===== config.mk =====
export PLATFORM = sky130hd
export DESIGN_NAME = tty_line_editor
export DESIGN_NICKNAME = d
export VERILOG_FILES = /design/src/rtl/tle_pkg.sv /design/src/rtl/tle_line_ram.sv /design/src/rtl/tle_out_stage.sv /design/src/rtl/tty_line_editor.sv
export VERILOG_INCLUDE_DIRS = /design/src /design/src/rtl
export SDC_FILE = /design/constraint.sdc
export NUM_CORES = 1
export LEC_CHECK = 0
export BUFFER_PORTS_ARGS = -buffer_cell sky130_fd_sc_hd__buf_4
export CAP_MARGIN = 10
export CELL_PAD_IN_SITES_DETAIL_PLACEMENT = 0
export CELL_PAD_IN_SITES_GLOBAL_PLACEMENT = 1
export CORE_MARGIN = 2
export CORE_UTILIZATION = 52
export CTS_CLUSTER_DIAMETER = 80
export CTS_CLUSTER_SIZE = 25
export DETAILED_ROUTE_END_ITERATION = 8
export PLACE_DENSITY_LB_ADDON = 0.1
export SYNTH_ARGS = -nofsm -noshare
export SYNTH_HDL_FRONTEND = slang
export SYNTH_HIERARCHICAL = 1
export SYNTH_SLANG_ARGS = --single-unit

===== constraint.sdc =====
create_clock -name clk -period 3.6 [get_ports clk]
set_input_delay 0.18 -clock clk [delete_from_list [all_inputs] [get_ports clk]]
set_output_delay 0.18 -clock clk [all_outputs]
set_load 0.01 [all_outputs]

===== src/rtl/tty_line_editor_defines.svh =====
// assertion macros for the terminal line editor
`ifndef TTY_LINE_EDITOR_DEFINES_SVH
`define TTY_LINE_EDITOR_DEFINES_SVH

// same-cycle implication, checked out of reset
`define TLE_ASSERT_NOW(lbl, ante, cons, msg) \
  lbl: assert property (@(posedge clk) disable iff (rst) (ante) |-> (cons)) else $error(msg);

// next-cycle implication, checked out of reset
`define TLE_ASSERT_NEXT(lbl, ante, cons, msg) \
  lbl: assert property (@(posedge clk) disable iff (rst) (ante) |=> (cons)) else $error(msg);

`endif


===== src/rtl/tle_pkg.sv =====
// shared types and constants of the terminal line editor
package tle_pkg;

  localparam int BYTE_W        = 8;
  localparam int LEN_W         = 4;
  localparam int TDATA_W       = 16;
  localparam int PAD_W         = TDATA_W - LEN_W - BYTE_W;
  localparam int LINE_SIZE_DEF = 16;
  localparam int CFG_IDX_W     = 2;

  // register indexes of the config port
  localparam logic [CFG_IDX_W-1:0] REG_EDIT_ENABLE   = 2'd0;
  localparam logic [CFG_IDX_W-1:0] REG_ECHO_ENABLE   = 2'd1;
  localparam logic [CFG_IDX_W-1:0] REG_CR_TO_NEWLINE = 2'd2;

  // key codes
  localparam logic [BYTE_W-1:0] K_CR    = 8'h0D;
  localparam logic [BYTE_W-1:0] K_LF    = 8'h0A;
  localparam logic [BYTE_W-1:0] K_BS    = 8'h08;
  localparam logic [BYTE_W-1:0] K_DEL   = 8'h7F;
  localparam logic [BYTE_W-1:0] K_CTLR  = 8'h12;
  localparam logic [BYTE_W-1:0] K_CTLU  = 8'h15;
  localparam logic [BYTE_W-1:0] K_CTLZ  = 8'h1A;
  localparam logic [BYTE_W-1:0] K_BEL   = 8'h07;
  localparam logic [BYTE_W-1:0] K_SPACE = 8'h20;
  localparam logic [BYTE_W-1:0] K_CARET = 8'h5E;
  localparam logic [BYTE_W-1:0] K_R     = 8'h52;

  // output channel codes
  localparam logic CH_ECHO = 1'b0;
  localparam logic CH_LINE = 1'b1;

  typedef struct packed {
    logic              channel;
    logic [BYTE_W-1:0] data_byte;
    logic [LEN_W-1:0]  line_length;
    logic              last;
  } tle_result_t;

endpackage


===== src/rtl/tle_line_ram.sv =====
// line store: one write port, one read port with registered data
module tle_line_ram #(
  parameter int DEPTH = tle_pkg::LINE_SIZE_DEF,
  localparam int AW = $clog2(DEPTH)
) (
  input  logic                      clk,
  input  logic                      we,
  input  logic [AW-1:0]             waddr,
  input  logic [tle_pkg::BYTE_W-1:0] wdata,
  input  logic                      re,
  input  logic [AW-1:0]             raddr,
  output logic [tle_pkg::BYTE_W-1:0] rdata
);
  import tle_pkg::*;

  logic [BYTE_W-1:0] mem [DEPTH];

  always_ff @(posedge clk) begin
    if (we) begin
      mem[waddr] <= wdata;
    end
  end

  always_ff @(posedge clk) begin
    if (re) begin
      rdata <= mem[raddr];
    end
  end

endmodule


===== src/rtl/tle_out_stage.sv =====
// one-word output register between the sequencer and the result stream
module tle_out_stage (
  input  logic                        clk,
  input  logic                        rst,
  input  logic                        load,
  input  tle_pkg::tle_result_t        result,
  output logic                        ready,
  output logic                        m_axis_tvalid,
  input  logic                        m_axis_tready,
  output logic [tle_pkg::TDATA_W-1:0] m_axis_tdata,  // data_byte, line_length, zero pad
  output logic                        m_axis_tuser,  // channel
  output logic                        m_axis_tlast
);
  import tle_pkg::*;

  tle_result_t held;
  logic        valid;

  assign ready = !valid || m_axis_tready;

  always_ff @(posedge clk) begin
    if (rst) begin
      valid <= 1'b0;
    end else if (ready) begin
      valid <= load;
    end
  end

  always_ff @(posedge clk) begin
    if (ready && load) begin
      held <= result;
    end
  end

  assign m_axis_tvalid = valid;
  assign m_axis_tdata  = {{PAD_W{1'b0}}, held.line_length, held.data_byte};
  assign m_axis_tuser  = held.channel;
  assign m_axis_tlast  = held.last;

endmodule


===== src/rtl/tty_line_editor.sv =====
// terminal line editor top level: key decode, edit sequencer, line store
// timing: a typed byte is taken only in idle; its echo word goes from the echo state
//   into the output register, a line byte from a store read into the output register
// the next byte is taken only once every word of the last one has entered the output
//   register, so output stalls hold off the input; an erase is one group, a line kill one per byte
// reset: sync active high; clears fill count, sequencer and output valid, sets all
//   three option registers to 1; line store contents are not cleared
module tty_line_editor #(
  parameter int LINE_SIZE = tle_pkg::LINE_SIZE_DEF
) (
  input  logic                          clk,
  input  logic                          rst,
  // typed byte stream
  input  logic                          s_axis_tvalid,
  output logic                          s_axis_tready,
  input  logic [tle_pkg::BYTE_W-1:0]    s_axis_tdata,   // typed_byte
  // echo and line word stream
  output logic                          m_axis_tvalid,
  input  logic                          m_axis_tready,
  output logic [tle_pkg::TDATA_W-1:0]   m_axis_tdata,   // data_byte, line_length, pad
  output logic                          m_axis_tuser,   // channel
  output logic                          m_axis_tlast,   // last
  // option register writes
  input  logic                          cfg_we,
  input  logic [tle_pkg::CFG_IDX_W-1:0] cfg_index,
  input  logic                          cfg_data
);
  import tle_pkg::*;

`include "tty_line_editor_defines.svh"

  localparam int CW = $clog2(LINE_SIZE);

  // one-hot sequencer states
  typedef enum logic [5:0] {
    S_IDLE     = 6'b000001,
    S_ECHO     = 6'b000010,  // single echo word (typed byte, newline or bell)
    S_ERASE    = 6'b000100,  // backspace, space, backspace, repeated
    S_PREFIX   = 6'b001000,  // caret, R, newline ahead of a reprint
    S_LINE_RD  = 6'b010000,  // address the store
    S_LINE_OUT = 6'b100000   // hand the read byte to the output register
  } state_t;

  state_t state, state_next;

  // option registers
  logic edit_enable, echo_enable, cr_to_newline;

  // editing state and per-item working registers
  logic [CW-1:0]     fill_count, fill_count_next;
  logic [CW-1:0]     sweep_len, sweep_len_next;  // bytes to walk in the store
  logic [CW-1:0]     idx, idx_next;              // store walk position
  logic [CW-1:0]     reps, reps_next;            // erase groups still to send
  logic [1:0]        phase, phase_next;          // position in a three-word group
  logic [BYTE_W-1:0] echo_byte, echo_byte_next;
  logic              echo_last, echo_last_next;
  logic              line_after, line_after_next; // walk the store after the echo
  logic              sweep_chan, sweep_chan_next;

  // store ports
  logic              mem_we, mem_re;
  logic [CW-1:0]     mem_waddr, mem_raddr;
  logic [BYTE_W-1:0] mem_wdata, mem_rdata;

  // output register handshake
  logic        emit, can_emit;
  tle_result_t emit_word;

  logic              in_acc;
  logic [BYTE_W-1:0] c;
  logic              is_term, is_erase, full_hit;

  // no word is taken while reset is held
  assign s_axis_tready = (state == S_IDLE) && !rst;
  assign in_acc        = s_axis_tvalid && s_axis_tready;
  assign c             = s_axis_tdata;
  assign is_term       = (c == K_CR) || (c == K_LF);
  assign is_erase      = (c == K_BS) || (c == K_DEL);
  // an ordinary byte that would bring the count to LINE_SIZE-1 is refused
  assign full_hit      = ({1'b0, fill_count} + 1'b1) >= (CW+1)'(LINE_SIZE - 1);

  // option writes; only bit 0 matters, unknown indexes are ignored
  always_ff @(posedge clk) begin
    if (rst) begin
      edit_enable   <= 1'b1;
      echo_enable   <= 1'b1;
      cr_to_newline <= 1'b1;
    end else if (cfg_we) begin
      case (cfg_index)
        REG_EDIT_ENABLE:   edit_enable   <= cfg_data;
        REG_ECHO_ENABLE:   echo_enable   <= cfg_data;
        REG_CR_TO_NEWLINE: cr_to_newline <= cfg_data;
        default: ;
      endcase
    end
  end

  // sequencer: decode the typed byte in idle, then walk out its result words.
  // the store is written only at accept time and read only afterwards, so a
  // write and a read of the same entry never overlap
  always_comb begin
    state_next      = state;
    fill_count_next = fill_count;
    sweep_len_next  = sweep_len;
    idx_next        = idx;
    reps_next       = reps;
    phase_next      = phase;
    echo_byte_next  = echo_byte;
    echo_last_next  = echo_last;
    line_after_next = line_after;
    sweep_chan_next = sweep_chan;
    mem_we          = 1'b0;
    mem_waddr       = fill_count;
    mem_wdata       = c;
    mem_re          = 1'b0;
    mem_raddr       = idx;
    emit            = 1'b0;
    emit_word       = '{channel: CH_ECHO, data_byte: K_BS, line_length: '0, last: 1'b0};

    unique case (state)
      S_IDLE: begin
        if (in_acc) begin
          idx_next   = '0;
          phase_next = '0;
          if (!edit_enable || is_term) begin
            // raw byte or line terminator: store it, then give out the line
            mem_we          = 1'b1;
            if (edit_enable && cr_to_newline) begin
              mem_wdata = K_LF;
            end
            sweep_len_next  = fill_count + 1'b1;
            sweep_chan_next = CH_LINE;
            fill_count_next = '0;
            echo_byte_next  = edit_enable ? K_LF : c;
            echo_last_next  = 1'b0;
            line_after_next = 1'b1;
            state_next      = echo_enable ? S_ECHO : S_LINE_RD;
          end else if (is_erase) begin
            if (fill_count != '0) begin
              fill_count_next = fill_count - 1'b1;
              reps_next       = CW'(1);
              if (echo_enable) begin
                state_next = S_ERASE;
              end
            end
          end else if (c == K_CTLR) begin
            sweep_len_next  = fill_count;
            sweep_chan_next = CH_ECHO;
            if (echo_enable) begin
              state_next = S_PREFIX;
            end
          end else if (c == K_CTLU) begin
            reps_next       = fill_count;
            fill_count_next = '0;
            if (echo_enable && (fill_count != '0)) begin
              state_next = S_ERASE;
            end
          end else begin
            // ordinary byte
            mem_we          = 1'b1;
            echo_last_next  = 1'b1;
            line_after_next = 1'b0;
            if (full_hit) begin
              echo_byte_next = K_BEL;
              state_next     = S_ECHO;
            end else begin
              fill_count_next = fill_count + 1'b1;
              echo_byte_next  = c;
              if (echo_enable && (c != K_CTLZ)) begin
                state_next = S_ECHO;
              end
            end
          end
        end
      end

      S_ECHO: begin
        emit      = 1'b1;
        emit_word = '{channel: CH_ECHO, data_byte: echo_byte, line_length: '0,
                      last: echo_last};
        if (can_emit) begin
          state_next = line_after ? S_LINE_RD : S_IDLE;
        end
      end

      S_ERASE: begin
        emit      = 1'b1;
        emit_word = '{channel: CH_ECHO, data_byte: (phase == 2'd1) ? K_SPACE : K_BS,
                      line_length: '0, last: (phase == 2'd2) && (reps == CW'(1))};
        if (can_emit) begin
          if (phase == 2'd2) begin
            phase_next = '0;
            reps_next  = reps - 1'b1;
            if (reps == CW'(1)) begin
              state_next = S_IDLE;
            end
          end else begin
            phase_next = phase + 1'b1;
          end
        end
      end

      S_PREFIX: begin
        emit = 1'b1;
        emit_word = '{channel: CH_ECHO,
                      data_byte: (phase == 2'd0) ? K_CARET : ((phase == 2'd1) ? K_R : K_LF),
                      line_length: '0, last: (phase == 2'd2) && (sweep_len == '0)};
        if (can_emit) begin
          if (phase == 2'd2) begin
            state_next = (sweep_len == '0) ? S_IDLE : S_LINE_RD;
          end else begin
            phase_next = phase + 1'b1;
          end
        end
      end

      S_LINE_RD: begin
        mem_re     = 1'b1;
        state_next = S_LINE_OUT;
      end

      S_LINE_OUT: begin
        emit      = 1'b1;
        emit_word = '{channel: sweep_chan, data_byte: mem_rdata,
                      line_length: (sweep_chan == CH_LINE) ? LEN_W'(sweep_len) : '0,
                      last: idx == (sweep_len - 1'b1)};
        if (can_emit) begin
          if (idx == (sweep_len - 1'b1)) begin
            state_next = S_IDLE;
          end else begin
            idx_next   = idx + 1'b1;
            state_next = S_LINE_RD;
          end
        end
      end

      default: state_next = S_IDLE;
    endcase
  end

  always_ff @(posedge clk) begin
    if (rst) begin
      state      <= S_IDLE;
      fill_count <= '0;
    end else begin
      state      <= state_next;
      fill_count <= fill_count_next;
    end
  end

  always_ff @(posedge clk) begin
    sweep_len  <= sweep_len_next;
    idx        <= idx_next;
    reps       <= reps_next;
    phase      <= phase_next;
    echo_byte  <= echo_byte_next;
    echo_last  <= echo_last_next;
    line_after <= line_after_next;
    sweep_chan <= sweep_chan_next;
  end

  tle_line_ram #(
    .DEPTH (LINE_SIZE)
  ) u_ram (
    .clk   (clk),
    .we    (mem_we),
    .waddr (mem_waddr),
    .wdata (mem_wdata),
    .re    (mem_re),
    .raddr (mem_raddr),
    .rdata (mem_rdata)
  );

  // output register lets the next byte be taken while a word waits
  tle_out_stage u_out (
    .clk           (clk),
    .rst           (rst),
    .load          (emit),
    .result        (emit_word),
    .ready         (can_emit),
    .m_axis_tvalid (m_axis_tvalid),
    .m_axis_tready (m_axis_tready),
    .m_axis_tdata  (m_axis_tdata),
    .m_axis_tuser  (m_axis_tuser),
    .m_axis_tlast  (m_axis_tlast)
  );

  // raw bytes always flush the line
  `TLE_ASSERT_NEXT(a_raw_flush, in_acc && !edit_enable, fill_count == '0, "raw byte left data in the line store")
  // a line is never empty, so a terminator always starts an emission
  `TLE_ASSERT_NEXT(a_term_busy, in_acc && edit_enable && is_term, state != S_IDLE, "terminator produced no line")
  // nothing is pushed to the output while a new byte may be taken
  `TLE_ASSERT_NOW(a_idle_quiet, s_axis_tready, !emit, "emission while idle")
  // the count never reaches the store size
  `TLE_ASSERT_NOW(a_count_range, in_acc, {1'b0, fill_count} < (CW+1)'(LINE_SIZE - 1), "fill count out of range")

endmodule


==> results, run 1 <==
- After layout, the worst setup slack is 0.693 ns.
- The signal on the critical path passes through or4_4, or3b_1, nor2_1, or3b_2, nor3_1, buf_4.
- The portion of total power attributed to the clock network is 35.9%.
- The number of buffers inserted to repair setup after CTS is 0.
- VDD sags by at most 0.366 mV.
- The largest driver fanout on the critical path is 8.
- The total global-route track usage is 22.0%.
- 0 antenna diodes ended up in the layout.
- Leaving out fill and tap cells, the most frequent cell in the layout is sky130_fd_sc_hd__edfxtp_1.
- In this run the power spent charging and discharging nets is 0.00132 W.
- The number of ports placed on the die boundary is 36.
- The placed instances occupy a cell area of 0.00900 mm^2.
- The cell-internal power is 0.00376 W.
- Between clock sinks in the finished design, the worst skew comes to 0.0105 ns.
- The leading area contributor after synthesis is sky130_fd_sc_hd__edfxtp_1.
- The number of sinks handled by clock tree synthesis is 189.
- On the critical path the largest part of the delay comes from simple AND/OR/NAND/NOR gates.
- After routing the design area is 0.00959 mm^2.
- The tool flagged a number of max-cap violations equal to 0.
- In the post-synthesis netlist, the biggest area contributors are sky130_fd_sc_hd__edfxtp_1 (62%), sky130_fd_sc_hd__mux4_2 (4.8%), sky130_fd_sc_hd__mux4_1 (4.3%).
- The number of detailed-routing iterations run before antenna repair is 5.
- The via count of the first global-routing pass came to 4,827.
- The count of standard-cell rows is 46.
- By startpoint and endpoint, the worst setup path is classified as flip-flop to flip-flop.
- The remaining global-route overflow is 0.
- The vertical die dimension is 132 um.
- After routing, the total negative slack on setup checks comes to 0 ns.
- The number of hold-slack violations in the final timing report is 0.
- Setup repair after global routing left no endpoint under its margin.
- The register bit count reported by yosys is 189.
- The hold path depth is 2.
- The initial utilization of the core area, before any placement, comes to 53.3%.
- Headroom to the max-slew limit came out at 47.3%.
- The number of antenna-violating nets in the routed design is 0.
- The number of buffers and inverters on the critical path is 1.
- In the layout the commonest cells are sky130_fd_sc_hd__edfxtp_1 (175), sky130_fd_sc_hd__buf_4 (56), sky130_fd_sc_hd__nor2_1 (44).
- The worst setup path is captured at a flip-flop.
- The worst register-to-register path has a depth of 6.
- The flow ran to the end, and the final reports show no timing, DRC or antenna violations.
- The congestion estimate from routability-driven global placement came to 0.840.
- Of the cells placed in the final design, the portion with a size suffix greater than 1 is 20.5%.
- The share of the Yosys chip area taken by registers is 65.1%.
- Clock-pin slew was measured on the worst setup and hold paths at 0.07 ns.
- Post-CTS repair changed the size of 0 cells.
- The transition time at the pin with the least slew margin is 0.787 ns.
- In this run the clock root is driven by a sky130_fd_sc_hd__clkbuf_16.
- STA classifies the critical path startpoint as a flip-flop.
- The insertion delay of the later-clocked pin in the worst-skew pair is 0.44 ns.
- The DRC violation count after routing is 0.
- Including well taps, the total number of placed cells is 803.
- The final max-slew violation count is 0.
- The total CTS buffers is 17.
- The total number of vias is 4,942.
- The switching share of power is 26.0%.
- The top flip-flop cell by instance count after synthesis is sky130_fd_sc_hd__edfxtp_1.
- The setup-violating endpoint count in the final report is 0.
- The net total in the final layout is 636.
- The iteration-0 DRC count of the detailed router is 483.
- After layout, the worst path uses 80.8% of the clock period.
- The average cell area after synthesis is 15.2 um^2.
- In this run the power density over the cells is 530 mW/mm^2.
- STA puts the critical path data required time at 3.74 ns.
- The cell depth of the worst setup path is 6.
- The time the final worst path needs with I/O delays and setup is 2.91 ns.
- The sequential share of power is 50.3%.
- Yosys printed 6 warnings.
- The clock tree synthesis step divided the H-tree into 4 levels.
- The synthesized netlist occupies a cell area of 0.00850 mm^2.
- The data arrival at the endpoint of the critical path is 3.05 ns.
- The maximum number of pins on one net before global-route repair is 37.
- The wire-length estimate of the detail-placed layout is 12,500 um.
- The die covers 0.0174 mm^2.
- The floorplan step set the die width to 132 um.
- The CTS tree is yes.
- The fmax is 0.344 GHz.
- The total routed wirelength is 18,200 um.
- After detailed routing, the average wire length per cell comes to 21.8 um.
- The floorplan step defined a core boundary enclosing 0.0159 mm^2.
- The combinational cell fraction of total power is 13.8%.
- Port buffering added 31 buffers.
- The layout overhead on the synthesized area is 12.8%.
- In this run the worst setup path begins at state[1]$_SDFFE_PP0P_.
- The longest individual stage delay on the worst path is 0.57 ns.
- The critical path's slowest cell is sky130_fd_sc_hd__or4_4.
- The startpoint identified for the worst hold timing path is rst.
- The share of synthesized flip-flops with an asynchronous set or reset is 0%.
- The finished layout holds 836 standard cells, fillers aside.
- The first global-routing pass estimated 28,600 um of wire.
- For this design the static power due to leakage is 3.34 nW.
- The clock passes through at most 2 buffers.
- The min-delay analysis places its worst path in the category input pin to flip-flop.
- The worst slack at placement is 0.567 ns.
- In this run the critical register-to-register path is launched from state[1]$_SDFFE_PP0P_.
- The number of buffers inserted by hold repair at cts is 1.
- The post-synthesis instance total is 560.
- Counting distinct cell types in the post-synthesis netlist gives 72.
- For this run, the share of the core covered by cells in the final layout is 60.1%.
- The number of enable-type register cells in the synthesized netlist is 175.
- The proportion of netlist area held by the largest area contributor is 61.8%.
- The number of vias per cell is 5.91.
- The initial antenna violation count is 0.
## final cells by class
type,instances,area (um^2)
Fill cell,1234,6350
Tap cell,216,270
Multi-Input combinational cell,323,2710
Clock inverter,15,151
Sequential cell,189,5540
Inverter,19,71.3
Timing Repair Buffer,57,430
Clock buffer,17,425
## routing by layer
layer | vias to the layer above | GRT usage [%] | share of wire (%)
met2 | 128 | 32.7 | 46
met4 | 0 | 7.43 | 1.8
met5 | - | 0 | 0
met1 | 2512 | 33.4 | 48
met3 | 24 | 3.73 | 3.8
li1 | 2278 | - | -
## cell families after synthesis
kind of cell / synth area share [%]
AOI/OAI and AO/OA: 7.80
and+or+nand+nor: 10.8
adders and majority gates: 1.91
buffers and inverters: 3.21
muxes: 9.58
other: 0.0441
DFF: 65.1
xor gates and xnor gates: 1.55
## cell usage after synthesis, types with 9 or more instances
cell / count
sky130_fd_sc_hd__nor2_1: 44
sky130_fd_sc_hd__ha_1: 13
sky130_fd_sc_hd__nand3_1: 12
sky130_fd_sc_hd__clkbuf_1: 14
sky130_fd_sc_hd__a21oi_1: 11
sky130_fd_sc_hd__a22oi_1: 18
sky130_fd_sc_hd__edfxtp_1: 175
sky130_fd_sc_hd__nor3_1: 12
sky130_fd_sc_hd__o21ai_0: 15
sky130_fd_sc_hd__dfxtp_1: 14
sky130_fd_sc_hd__inv_1: 19
sky130_fd_sc_hd__mux4_1: 14
sky130_fd_sc_hd__nand2b_1: 9
sky130_fd_sc_hd__xnor2_1: 10
sky130_fd_sc_hd__nand2_1: 24
sky130_fd_sc_hd__mux4_2: 18
## power groups by stage
stage	Combinational (W)	Clock [W]	Sequential, W
floorplan	0.000487	0	0.00260
global placement	0.000691	0	0.00260
detailed placement	0.000695	0	0.00260
CTS	0.000699	0.00186	0.00255
global route	0.000763	0.00195	0.00256
finish	0.000699	0.00183	0.00255
## state kept, by name (all words and copies together) (netlist names), 2 cells and up
register / count
sweep_len: 4
fill_count: 4
reps: 4
phase: 2
u_ram/rdata: 8
echo_byte: 8
idx: 4
u_ram/mem: 128
u_out/m_axis_tdata: 12
state: 6
## worst paths after layout
| path | end | slack [ns] |
|---|---|---|
| max | u_ram/mem[0][2]$_DFFE_PP_ | 0.69 |
| min | fill_count[0]$_SDFFE_PP0P_ | 0.06 |
| max reg2reg | u_ram/mem[0][2]$_DFFE_PP_ | 0.69 |
| min reg2reg | u_out/m_axis_tdata[0]$_DFFE_PP_ | 0.55 |
## per-stage QoR
stage                     power (W)  hold slack, ns
after floorplan             0.00308           0.242
after global placement      0.00329           0.405
after detailed placement    0.00330           0.411
after CTS                   0.00511          0.0362
after global routing        0.00527          0.0641
final                       0.00508          0.0625
No activity file was read; power rests on OpenSTA's default activity.
==> run 2: changes to the inputs <==
--- a/config.mk
+++ b/config.mk
@@ -11,7 +11,7 @@
 export CELL_PAD_IN_SITES_DETAIL_PLACEMENT = 0
 export CELL_PAD_IN_SITES_GLOBAL_PLACEMENT = 1
 export CORE_MARGIN = 2
-export CORE_UTILIZATION = 52
+export CORE_UTILIZATION = 47
 export CTS_CLUSTER_DIAMETER = 80
 export CTS_CLUSTER_SIZE = 25
 export DETAILED_ROUTE_END_ITERATION = 8
==> constraint.sdc (replaced) <==
create_clock -name clk -period 2.6 [get_ports clk]
set_input_delay 0.13 -clock clk [delete_from_list [all_inputs] [get_ports clk]]
set_output_delay 0.13 -clock clk [all_outputs]
set_load 0.01 [all_outputs]
==> results, run 2 (synthesis results as in run 1) <==
- For this design the static power due to leakage is 3.49 nW.
- The total global-route track usage is 20.6%.
- The data arrival at the endpoint of the critical path is 2.70 ns.
- After detailed routing, the number of vias per cell comes to 5.71.
- Fill cells in the final layout number 1,433.
- The initial antenna violation count is 0.
- Routability-driven placement finished with a final weighted congestion of 0.839.
- The total number of H-tree levels is 4.
- Across the VDD grid, the largest voltage drop is 0.513 mV.
- Cell internal power was estimated by the tool at 0.00547 W.
- The clock tree root driver cell is sky130_fd_sc_hd__clkbuf_16.
- The total routed wirelength is 18,800 um.
- The setup-violating endpoint count in the final report is 32.
- The power dissipated by switching net loads is 0.00188 W.
- The tool flagged a number of max-cap violations equal to 0.
- The net count of the finished layout is 656.
- On the final layout, the worst clock skew is 0.0108 ns.
- The setup slack of the critical path after layout is -0.0407 ns.
- The path depth of the worst reg2reg path is 5.
- The area of the core is 0.0178 mm^2.
- The number of sinks handled by clock tree synthesis is 189.
- After routing, the total negative slack on setup checks comes to -0.558 ns.
- The maximum number of pins on one net before global-route repair is 37.
- The final cycle utilization of the critical path is 102%.
- The CTS tree is yes.
- Once the floorplan was initialized, standard cells occupied 47.7% of the core.
- Dividing total power by cell area gives a power density of 742 mW/mm^2.
- Data on the critical path is required at its endpoint by 2.66 ns.
- Once detail routing completed, the nets flagged for antenna violations numbered 0.
- The first global-routing pass estimated 29,500 um of wire.
- The area of all placed cells without fillers is 0.00991 mm^2.
- The count of input and output buffers is 31.
- The total CTS buffers is 17.
- The portion of total power attributed to the clock network is 37.4%.
- The die is 138 um wide.
- The register with the most flip-flops in the layout has 128 of them.
- The tightest min-delay check is of the input pin to flip-flop type.
- The first routing iteration left 364 violations.
- The layout cell share with drive strength beyond 1 is 25.2%.
- The number of ports placed on the die boundary is 36.
- The time the final worst path needs with I/O delays and setup is 2.64 ns.
- The insertion delay of the later-clocked pin in the worst-skew pair is 0.44 ns.
- The leading cell type in the layout, fill and taps excluded is sky130_fd_sc_hd__edfxtp_1.
- The layout overhead on the synthesized area is 16.6%.
- The number of inserted diodes is 0.
- The placed instances occupy a cell area of 0.00922 mm^2.
- The vertical die dimension is 138 um.
- At the placement stage, the worst setup path has a slack of -0.0560 ns.
- After clock tree synthesis, the clock-pin slew on the worst setup and hold paths is 0.07 ns.
- The DRC violation count after routing is 0.
- Dividing the detail-routed wire length by the instance count gives 21.6 um.
- Setup repair after global routing could not meet its margin everywhere.
- The sequential share of power is 47.9%.
- The largest driver fanout on the critical path is 8.
- The kind of start point of the critical path is a flip-flop.
- The switching share of power is 25.6%.
- The endpoint type of the worst setup path is a flip-flop.
- The number of detailed-routing iterations run before antenna repair is 5.
- The via count of the first global-routing pass is 5,015.
- The register ranked first by flip-flop count is u_ram/mem.
- In this run, the combinational gates consume 14.8% of the power.
- The die covers 0.0192 mm^2.
- The tightest slew margin relative to the limit is 25.3%.
- The remaining global-route overflow is 0.
- The hold path depth is 3.
- At the pin with the least slew margin, the transition time is 1.12 ns.
- The number of hold-slack violations in the final timing report came to 0.
- The critical path start-end classification is flip-flop to flip-flop.
- The final route contains 4,963 vias.
- The flow ran to the end, but the final reports show violations.
- For this run, the top clock speed supported by timing is 0.379 GHz.
- The final reports fail on negative setup slack.
- The top cell types in the final layout, fill and taps aside, are sky130_fd_sc_hd__edfxtp_1 (175), sky130_fd_sc_hd__buf_4 (71), sky130_fd_sc_hd__nor2_1 (36).
- The final max-slew violation count is 0.
- The buffer levels on the longest clock path is 2.
- The placed wire-length estimate after detailed placement is 13,000 um.
- The floorplan has 49 rows.
-- run 2: cell types whose count changed in the layout (fill, tap and decap cells not counted), sizes merged --
cell	change
buf	+18
inv	-2
dlygate4sd3	+2
bufinv	+2
-- run 2: worst paths after layout --
kind	slack (ns)	startpoint	endpoint
worst min register to register	0.51	fill_count[0]$_SDFFE_PP0P_	fill_count[0]$_SDFFE_PP0P_
worst max register to register	-0.04	state[1]$_SDFFE_PP0P_	u_ram/mem[6][7]$_DFFE_PP_
worst max-delay path	-0.04	state[1]$_SDFFE_PP0P_	u_ram/mem[6][7]$_DFFE_PP_
worst min-delay path	0.02	m_axis_tready	u_out/m_axis_tvalid$_SDFFE_PP0P_
-- run 2: layout make-up --
| cell class | count | area [um^2] | area share (%) |
|---|---|---|---|
| inverters | 19 | 71.3 | 0.720 |
| flip-flops and latches | 189 | 5540 | 55.9 |
| well taps | 229 | 287 | 2.89 |
| multi-input cells | 323 | 2760 | 27.9 |
| repair buffers | 77 | 623 | 6.29 |
| clock inverters | 15 | 206 | 2.08 |
| clock buffers | 17 | 425 | 4.29 |
-- run 2: what timing repair did --
item,4_1_cts,5_1_grt
hold endpoints to repair,19,0
resized for setup,2,3
hold buffers,3,0
pin swaps,1,1
buffers inserted,1,0
setup endpoints to repair,40,72
cloned,0,0
-- run 2: routing by layer --
layer | vias up | global-route usage [%] | wire length (um)
met5 | - | 0 | 0
met4 | 0 | 7.04 | 351
met3 | 27 | 3.88 | 1000
met2 | 158 | 30.7 | 8620
met1 | 2460 | 30.7 | 8830
li1 | 2318 | - | -
-- run 2: stage by stage --
stage | total power [W] | hold WS (ns) | instances | utilization (%)
4_1_cts | 0.00739 | 0.00818 | 869 | 55.5
6_report | 0.00735 | 0.0203 | 869 | 55.5
3_3_place_gp | 0.00464 | 0.354 | 833 | 51.7
2_1_floorplan | 0.00429 | 0.192 | 563 | -
3_5_place_dp | 0.00465 | 0.361 | 833 | 51.7
5_1_grt | 0.00763 | 0.0201 | 869 | 55.5
-- run 2: worst max-delay path, stage by stage, from the launching register on --
cell                       delay, ns
sky130_fd_sc_hd__dfxtp_1        0.31
sky130_fd_sc_hd__or4_4          0.53
sky130_fd_sc_hd__or3b_4         0.41
sky130_fd_sc_hd__nor2_4         0.18
sky130_fd_sc_hd__nand3b_1       0.21
sky130_fd_sc_hd__nor2_1         0.63
-- run 2: power by group through the flow --
stage | clock, W | sequential, W | combinational, W
detailed placement | 0 | 0.00359 | 0.00106
CTS | 0.00279 | 0.00352 | 0.00108
floorplan | 0 | 0.00360 | 0.000686
global route | 0.00292 | 0.00353 | 0.00118
finish | 0.00275 | 0.00352 | 0.00109
global placement | 0 | 0.00359 | 0.00105
